--- src/sv/dkw_pkg.sv ---
// ----------------------------------------------------------------------------
// dkw_pkg: shared types and constants of the dense key window ring store
// Command codes, status codes, and the controller to datapath interface.
// ----------------------------------------------------------------------------
package dkw_pkg;

  // Default number of ring slots.
  localparam int SLOTS_DEF = 512;

  // Field widths fixed by the interface.
  localparam int CMD_W   = 2;
  localparam int KEY_W   = 32;
  localparam int POS_W   = 9;
  localparam int DATA_W  = 32;
  localparam int STAT_W  = 2;
  localparam int COUNT_W = 10;
  localparam int CAPF_W  = 10;
  localparam int PADDR_W = 3;

  // Input commands.
  localparam logic [CMD_W-1:0] CMD_PUT     = 2'd0;
  localparam logic [CMD_W-1:0] CMD_GET_KEY = 2'd1;
  localparam logic [CMD_W-1:0] CMD_GET_POS = 2'd2;
  localparam logic [CMD_W-1:0] CMD_NONE    = 2'd3;

  // Result status codes.
  localparam logic [STAT_W-1:0] ST_OK       = 2'd0;
  localparam logic [STAT_W-1:0] ST_MISS     = 2'd1;
  localparam logic [STAT_W-1:0] ST_OVERFLOW = 2'd2;
  localparam logic [STAT_W-1:0] ST_SWITCH   = 2'd3;

  // Register indexes on the configuration port.
  localparam logic REG_CAPACITY = 1'b0;
  localparam logic REG_SWITCH   = 1'b1;

  // Datapath operations issued by the controller.
  typedef enum logic [3:0] {
    OP_NONE,
    OP_LOAD,
    OP_CLEAR,
    OP_RECENTER,
    OP_RD_ITEM,
    OP_FINISH_RW,
    OP_GROW_HEAD,
    OP_GROW_TAIL,
    OP_RD_TAIL,
    OP_TRIM_TAIL,
    OP_RD_HEAD,
    OP_TRIM_HEAD,
    OP_RES_OK,
    OP_RES_MISS,
    OP_RES_OVF,
    OP_OUT
  } dp_op_t;

  // Datapath status seen by the controller.
  typedef struct packed {
    logic [CMD_W-1:0] cmd;
    logic             val_zero;
    logic             filled_zero;
    logic             in_win;
    logic             pos_ok;
    logic             below_head;
    logic             fits_low;
    logic             fits_high;
    logic             trimmed;
    logic             rdata_zero;
    logic             clr_last;
    logic             out_free;
    logic             cap_wr;
  } dp_stat_t;

endpackage

--- src/sv/dkw_ctrl.sv ---
// ----------------------------------------------------------------------------
// dkw_ctrl: controller of the dense key window ring store
// Sequences the clearing sweep, item decode, memory read-modify-write,
// window trimming, and result hand-off to the output register.
// ----------------------------------------------------------------------------
module dkw_ctrl (
  input  logic             clk,
  input  logic             rst_n,
  input  logic             in_valid,
  output logic             in_stall,
  input  dkw_pkg::dp_stat_t stat,
  output dkw_pkg::dp_op_t  op
);

  typedef enum logic [2:0] {
    S_CLEAR,
    S_IDLE,
    S_DECODE,
    S_RMW,
    S_TRD,
    S_TTRIM,
    S_HTRIM,
    S_OUT
  } state_t;

  state_t state_r;
  state_t state_nxt;

  // Next state and datapath operation.
  always_comb begin
    state_nxt = state_r;
    op        = dkw_pkg::OP_NONE;
    case (state_r)
      S_CLEAR: begin
        op = dkw_pkg::OP_CLEAR;
        if (stat.clr_last) state_nxt = S_IDLE;
      end
      S_IDLE: begin
        if (in_valid) begin
          op        = dkw_pkg::OP_LOAD;
          state_nxt = S_DECODE;
        end
      end
      S_DECODE: begin
        state_nxt = S_OUT;
        case (stat.cmd)
          dkw_pkg::CMD_GET_KEY: begin
            if (stat.in_win) begin
              op        = dkw_pkg::OP_RD_ITEM;
              state_nxt = S_RMW;
            end else begin
              op = dkw_pkg::OP_RES_MISS;
            end
          end
          dkw_pkg::CMD_GET_POS: begin
            if (stat.pos_ok) begin
              op        = dkw_pkg::OP_RD_ITEM;
              state_nxt = S_RMW;
            end else begin
              op = dkw_pkg::OP_RES_MISS;
            end
          end
          dkw_pkg::CMD_PUT: begin
            if (stat.val_zero) begin
              if (!stat.filled_zero && stat.in_win) begin
                op        = dkw_pkg::OP_RD_ITEM;
                state_nxt = S_RMW;
              end else begin
                op = dkw_pkg::OP_RES_OK;
              end
            end else if (stat.filled_zero) begin
              op = dkw_pkg::OP_RECENTER;
            end else if (stat.in_win) begin
              op        = dkw_pkg::OP_RD_ITEM;
              state_nxt = S_RMW;
            end else if (stat.below_head) begin
              if (stat.fits_low) begin
                op = dkw_pkg::OP_GROW_HEAD;
              end else if (stat.trimmed) begin
                op = dkw_pkg::OP_RES_OVF;
              end else begin
                op        = dkw_pkg::OP_RD_TAIL;
                state_nxt = S_TTRIM;
              end
            end else begin
              if (stat.fits_high) begin
                op = dkw_pkg::OP_GROW_TAIL;
              end else if (stat.trimmed) begin
                op = dkw_pkg::OP_RES_OVF;
              end else begin
                op        = dkw_pkg::OP_RD_HEAD;
                state_nxt = S_HTRIM;
              end
            end
          end
          default: begin
            op = dkw_pkg::OP_RES_OK;
          end
        endcase
      end
      S_RMW: begin
        op        = dkw_pkg::OP_FINISH_RW;
        state_nxt = S_OUT;
      end
      S_TRD: begin
        op        = dkw_pkg::OP_RD_TAIL;
        state_nxt = S_TTRIM;
      end
      S_TTRIM: begin
        // An empty slot at the tail end is dropped; a filled one ends the trim.
        if (stat.rdata_zero) begin
          op        = dkw_pkg::OP_TRIM_TAIL;
          state_nxt = S_TRD;
        end else begin
          state_nxt = S_DECODE;
        end
      end
      S_HTRIM: begin
        // Each head step also reads the new head slot, so the check repeats here.
        if (stat.rdata_zero) begin
          op        = dkw_pkg::OP_TRIM_HEAD;
          state_nxt = S_HTRIM;
        end else begin
          state_nxt = S_DECODE;
        end
      end
      S_OUT: begin
        if (stat.out_free) begin
          op        = dkw_pkg::OP_OUT;
          state_nxt = S_IDLE;
        end
      end
      default: begin
        state_nxt = S_CLEAR;
      end
    endcase
  end

  // State register; a capacity write restarts the clearing sweep.
  always_ff @(posedge clk) begin
    if (!rst_n) begin
      state_r <= S_CLEAR;
    end else if (stat.cap_wr) begin
      state_r <= S_CLEAR;
    end else begin
      state_r <= state_nxt;
    end
  end

  assign in_stall = (state_r != S_IDLE);

  // A capacity write always starts a new clearing sweep.
  a_cap_clear: assert property (@(posedge clk) disable iff (!rst_n)
    stat.cap_wr |=> (state_r == S_CLEAR))
    else $error("capacity write did not start a clearing sweep");

  // Items are taken only while idle.
  a_load_idle: assert property (@(posedge clk) disable iff (!rst_n)
    (op == dkw_pkg::OP_LOAD) |-> (state_r == S_IDLE) && in_valid)
    else $error("item loaded outside idle");

  // The output register is loaded only when it can take a result.
  a_out_free: assert property (@(posedge clk) disable iff (!rst_n)
    (op == dkw_pkg::OP_OUT) |-> stat.out_free)
    else $error("result loaded over a waiting result");

endmodule

--- config.mk ---
export PLATFORM = sky130hd
export DESIGN_NAME = dkw_ctrl
export DESIGN_NICKNAME = d
export VERILOG_FILES = /design/src/sv/dkw_pkg.sv /design/src/sv/dkw_ctrl.sv
export SDC_FILE = /design/constraint.sdc
export NUM_CORES = 1
export LEC_CHECK = 0
export BUFFER_PORTS_ARGS = -buffer_cell sky130_fd_sc_hd__buf_2
export CAP_MARGIN = 10
export CORE_AREA = 3 3 40 42
export CTS_BUF_LIST = sky130_fd_sc_hd__clkbuf_4
export CTS_CLUSTER_SIZE = 24
export DETAILED_ROUTE_END_ITERATION = 6
export DIE_AREA = 0 0 43 45
export GPL_TIMING_DRIVEN = 0
export PLACE_DENSITY = 0.71
export SLEW_MARGIN = 25
export SYNTH_ARGS = -nofsm -noshare
export SYNTH_HDL_FRONTEND = slang
export SYNTH_SLANG_ARGS = --single-unit
--- constraint.sdc ---
create_clock -name clk -period 1.98 [get_ports clk]
set_input_delay 0.396 -clock clk [delete_from_list [all_inputs] [get_ports clk]]
set_output_delay 0.396 -clock clk [all_outputs]
set_load 0.05 [all_outputs]
Yosys cells after proc, flatten, opt, wreduce, memory -nomap -nowiden:

Index checks and enable logic that the tools add are counted.

* register bits: 3
* bits of input ports: 17

* eq/ne operators: 13
* mux-type cells: 35
* bitwise gates (word level): 1
* reductions and logical operators: 6

Operators with widths (count)
* 4-bit 2-to-1 mux: 12
* 3-bit 2-to-1 mux: 14
* 4-bit one-hot mux with 8 select lines: 1
* 3-bit one-hot mux with 8 select lines: 1
* 3-bit equality test, second input constant: 4
* 4-bit one-hot mux with 3 select lines: 1
* 3-bit one-hot mux with 3 select lines: 1
* 3-bit by 2-bit equality test with 1-bit output, second input constant: 2
* 2-bit inequality test, second input constant: 3
* 2-bit 2-to-1 mux: 2
* 3-bit by 1-bit equality test with 1-bit output, second input constant: 1
* 3-bit logical NOT: 1
* 1-bit 2-to-1 mux: 3
* 3-bit by 1-bit inequality test with 1-bit output, second input constant: 1
* 3-bit AND reduction: 1
* 2-bit by 1-bit equality test with 1-bit output, second input constant: 1
* 2-bit equality test, second input constant: 1
* 2-bit logical NOT: 1
* 2-bit OR reduction: 1
* 1-bit logical AND: 1
* 1-bit logical NOT: 1
* 1-bit NOT: 1

Logic depth before layout (Yosys ltp):

* depth after elaboration: 8
* gate-level depth with buffers: 5

Least setup slack after synthesis:

Ideal clock, no wire load.

* path kind: input-to-output
* from: in stat[7] in the netlist's numbering
* to: out op[2]
* arrival time: 1.562 ns
* data required time: 1.584 ns
* setup slack: 0.022 ns
* cell stages on the path: 4
* cells stage by stage: mux2i_1 > a21o_1 > a21o_1 > a21boi_1

* longest elaborated chain between the ends: 6

Ends and longest elaborated chain
* from (decl): line dkw_ctrl.sv:11 `input dkw_pkg::dp_stat_t stat,`
* 4-bit 2-to-1 mux: line dkw_ctrl.sv:76 `end else if (stat.below_head) begin`
* 4-bit 2-to-1 mux: line dkw_ctrl.sv:73 `end else if (stat.in_win) begin`
* 4-bit 2-to-1 mux: line dkw_ctrl.sv:71 `end else if (stat.filled_zero) begin`
* 4-bit 2-to-1 mux: line dkw_ctrl.sv:64 `if (stat.val_zero) begin`
* 4-bit one-hot mux with 3 select lines: line dkw_ctrl.sv:46 `case (stat.cmd)`
* 4-bit one-hot mux with 8 select lines: line dkw_ctrl.sv:33 `case (state_r)`
* to (decl): line dkw_ctrl.sv:12 `output dkw_pkg::dp_op_t op`

Every way passes these cells.

Worst setup path after layout:

* from: in stat[7] in the netlist's numbering
* to: out op[3]

The elaborated chain is that of the path after synthesis.

==> results.py <==
metrics = {
    "timing": {
        "final.setup_skew_ps": 3.05,
        "fin_tns_setup_ps": 0,
        "tightest_slew_ps": 280,
        "tmin_final_ps": 1880,
        "timing.final.crit_share_pct": 95.1,
        "achievable-frequency_mhz": 531,
        "maxSlewViolCount": 0,
        "total_of_endpoints_with_negative_setup_slack_in_the_final_report": 0,
        "rsz0062_at_grt": "false",
        "hold_viol": 0,
        "max-slew-margin-rel_pct": 81.3,
    },
    "yosys": {
        "synth_top_cell_by_area": "dfxtp_1",
        "postSynth.asyncResetShare_pct": 0,
        "number_of_warnings_printed_during_yosys_synthesis": 0,
        "synth_edf_count": 0,
        "post_synth_num_cell_types": 33,
        "synth_top_cells_by_area": "dfxtp_1 (12%), nand2b_1 (8.8%), o21ai_0 (8.0%)",
        "synth.top_cell.area_share_pct": 12.0,
        "post_synth_inst_count": 75,
        "synth-seq-cells": 3,
        "netlist_area_um2": 500,
        "syn-mean-instance-area_um2": 6.67,
        "yosysSeqAreaShare_pct": 12.0,
        "syn-num-nets": 92,
        "ys.flop_type": "dfxtp_1",
        "synth.top_cells.by_count": "nand2_1 (8), nor2_1 (8), o21ai_0 (8)",
    },
    "routing": {
        "routed_antenna_nets": 0,
        "route.detailed.vias_per_inst": 5.73,
        "wire_per_inst_um": 11.8,
        "totalWireLength_um": 1350,
        "detail_route.first_pass.iterations": 4,
        "first_iteration_detailed_routing_drc_count": 15,
        "post-route-drc-count": 0,
        "route.vias.total": 659,
    },
    "power_and_ir_drop": {
        "power.density_cell_area_mw_per_mm2": 399,
        "leakagePower_uw": 0.000288,
        "worst_ir_drop_vdd_uv": 210,
    },
    "final_layout": {
        "syn2layout_area_growth_pct": 32.3,
        "post_route_cells_drive_above_1_share_pct": 34.0,
        "top_register": "state_r",
        "biggestRegsByFlops": "state_r: 3 flops",
        "fillCellCount": 150,
        "number_of_flip_flops_under_the_largest_register_name": 3,
        "final-seq-area_um2": 60.1,
        "stdcell_area_um2": 662,
        "antennaDiodeCount": 0,
        "nNetsFinal": 118,
        "multi_input_comb_area_um2": 404,
    },
    "clock_tree": {
        "number_of_h_tree_branching_levels": 1,
        "cts_made_buffers": 3,
        "tritoncts_num_sinks": 3,
        "clock_tree.buffer_depth": 2,
        "clockRootBuffer": "clkbuf_4",
        "ctsHoldBuffers": 0,
        "cts_tree": "done",
        "clk_transition_reported_paths_ps": 40,
        "clock_latency_ps": 230,
    },
    "floorplanning": {
        "height_of_the_chip_um": 45,
        "core-area_mm2": 0.00128,
        "die_x_um": 43,
        "row_count": 13,
        "io-pin-count": 22,
        "design.die.area_mm2": 0.00194,
        "start_util_pct": 38.9,
    },
    "critical_path": {
        "r2r_slack_ps": 810,
        "critical_path_required_ps": 1580,
        "cp_slowest_cell": "or2b_2",
        "r2r_cells": 4,
        "rr_startpoint": "state_r[0]",
        "path_class": "in2out",
        "worstPathMaxFanout": 4,
        "critPathCaptureType": "primary output",
        "critical-path-max-stage-delay_ps": 310,
        "cp-start-kind": "input port",
        "critical_path.cell_chain": "buf_2 > mux2i_1 > or2b_2 > nand2_1 > a32o_1 > clkbuf_4",
        "crit-reg2reg-capture": "state_r[1]",
        "critPathArrivalTime_ps": 1490,
    },
    "global_routing": {
        "first_pass_grt_wire_length_um": 2420,
        "antenna_found_initial": 0,
        "globalRoute.totalOverflow": 0,
        "grt_max_degree": 11,
        "global_route.usage.total_pct": 15.5,
        "number_of_global_route_vias_before_repair": 578,
    },
    "worst_hold_path": {
        "hold_depth": 4,
        "min_to": "state_r[0]",
        "worst_hold_startpoint": "stat[0]",
        "timing.hold.worst.class": "in2reg",
    },
    "placed_design": {
        "dp_hpwl_um": 1090,
        "portBuffers": 21,
        "detailed_place.area_um2": 624,
        "place.gp.congestion": 0.789,
    },
    "status": {
        "status": "completed",
    },
    "run": {
        "max_cap_viol_count": 0,
    },
}
## cells by family after synthesis
group	after synthesis	synth area share (%)
buf+inv	8	7.75
flops	3	12.0
simple gates	33	36.8
mux	1	2.00
compound gates	30	41.5
## through the flow
step	instances	power, uW	util [%]	worst slack [ps]	hold slack (ps)
final	115	264	51.5	98.0	465
after detailed placement	111	144	48.6	75.1	701
after global routing	115	285	51.5	8.91	493
after CTS	115	268	50.9	46.3	456
after floorplan	75	111	-	22.4	579
after global placement	111	143	48.6	74.1	680
## critical path, delay by kind of cell
family	cells	cell delay, ps
simple gates	2	370
buf+inv	2	330
mux	1	230
compound gates	1	160
## area by class of cell
cell class	count	area share (%)
clock buffers	4	4.54
multi-input cells	64	61.1
flip-flops and latches	3	9.07
inverters	5	2.84
repair buffers	21	16.6
well taps	15	2.84
plain buffers	3	3.02
## metal layers
layer / part of all wire, % / GRT usage, % / wire length (um)
met1: 46 / 21.8 / 618
met4: 1.4 / 4.22 / 19
met2: 44 / 24.9 / 593
met5: 0 / 0 / 0
met3: 9.0 / 2.39 / 122
## where the power goes
| part | internal (uW) | switching (uW) |
|---|---|---|
| clock | 89.1 | 30.4 |
| sequential | 61.9 | 0.756 |
| combinational | 35.3 | 46.8 |
| total | 186 | 77.9 |
## how the worst max path moves through the flow
| stage | depth (start not counted) | endpoint | slack [ps] | start |
|---|---|---|---|---|
| 6_report | 6 | op[3] | 100 | stat[7] |
| 4_1_cts | 5 | op[1] | 50 | state_r[2] |
| 2_1_floorplan | 4 | op[2] | 20 | stat[7] |
| 3_5_place_dp | 6 | op[3] | 80 | stat[7] |
| 3_3_place_gp | 6 | op[3] | 70 | stat[7] |
| 5_1_grt | 6 | op[3] | 9 | stat[13] |
## repair_timing
action | in CTS | in global routing
buffers inserted | 0 | 0
setup endpoints to repair | 0 | 3
resized for setup | 0 | 5
## layout by cell type, fill, tap and decap left out, types with 2 or more instances in the layout
| cell type | n |
|---|---|
| nor3_2 | 2 |
| nand2b_1 | 7 |
| a21o_1 | 2 |
| o221ai_1 | 2 |
| nand2_1 | 8 |
| o21ai_0 | 7 |
| buf_4 | 2 |
| a221oi_1 | 2 |
| buf_2 | 20 |
| nor2_1 | 7 |
| dfxtp_1 | 3 |
| o211ai_1 | 2 |
| clkbuf_4 | 6 |
| inv_1 | 5 |
| a21oi_1 | 5 |
Power figures use the tool's default switching activity.
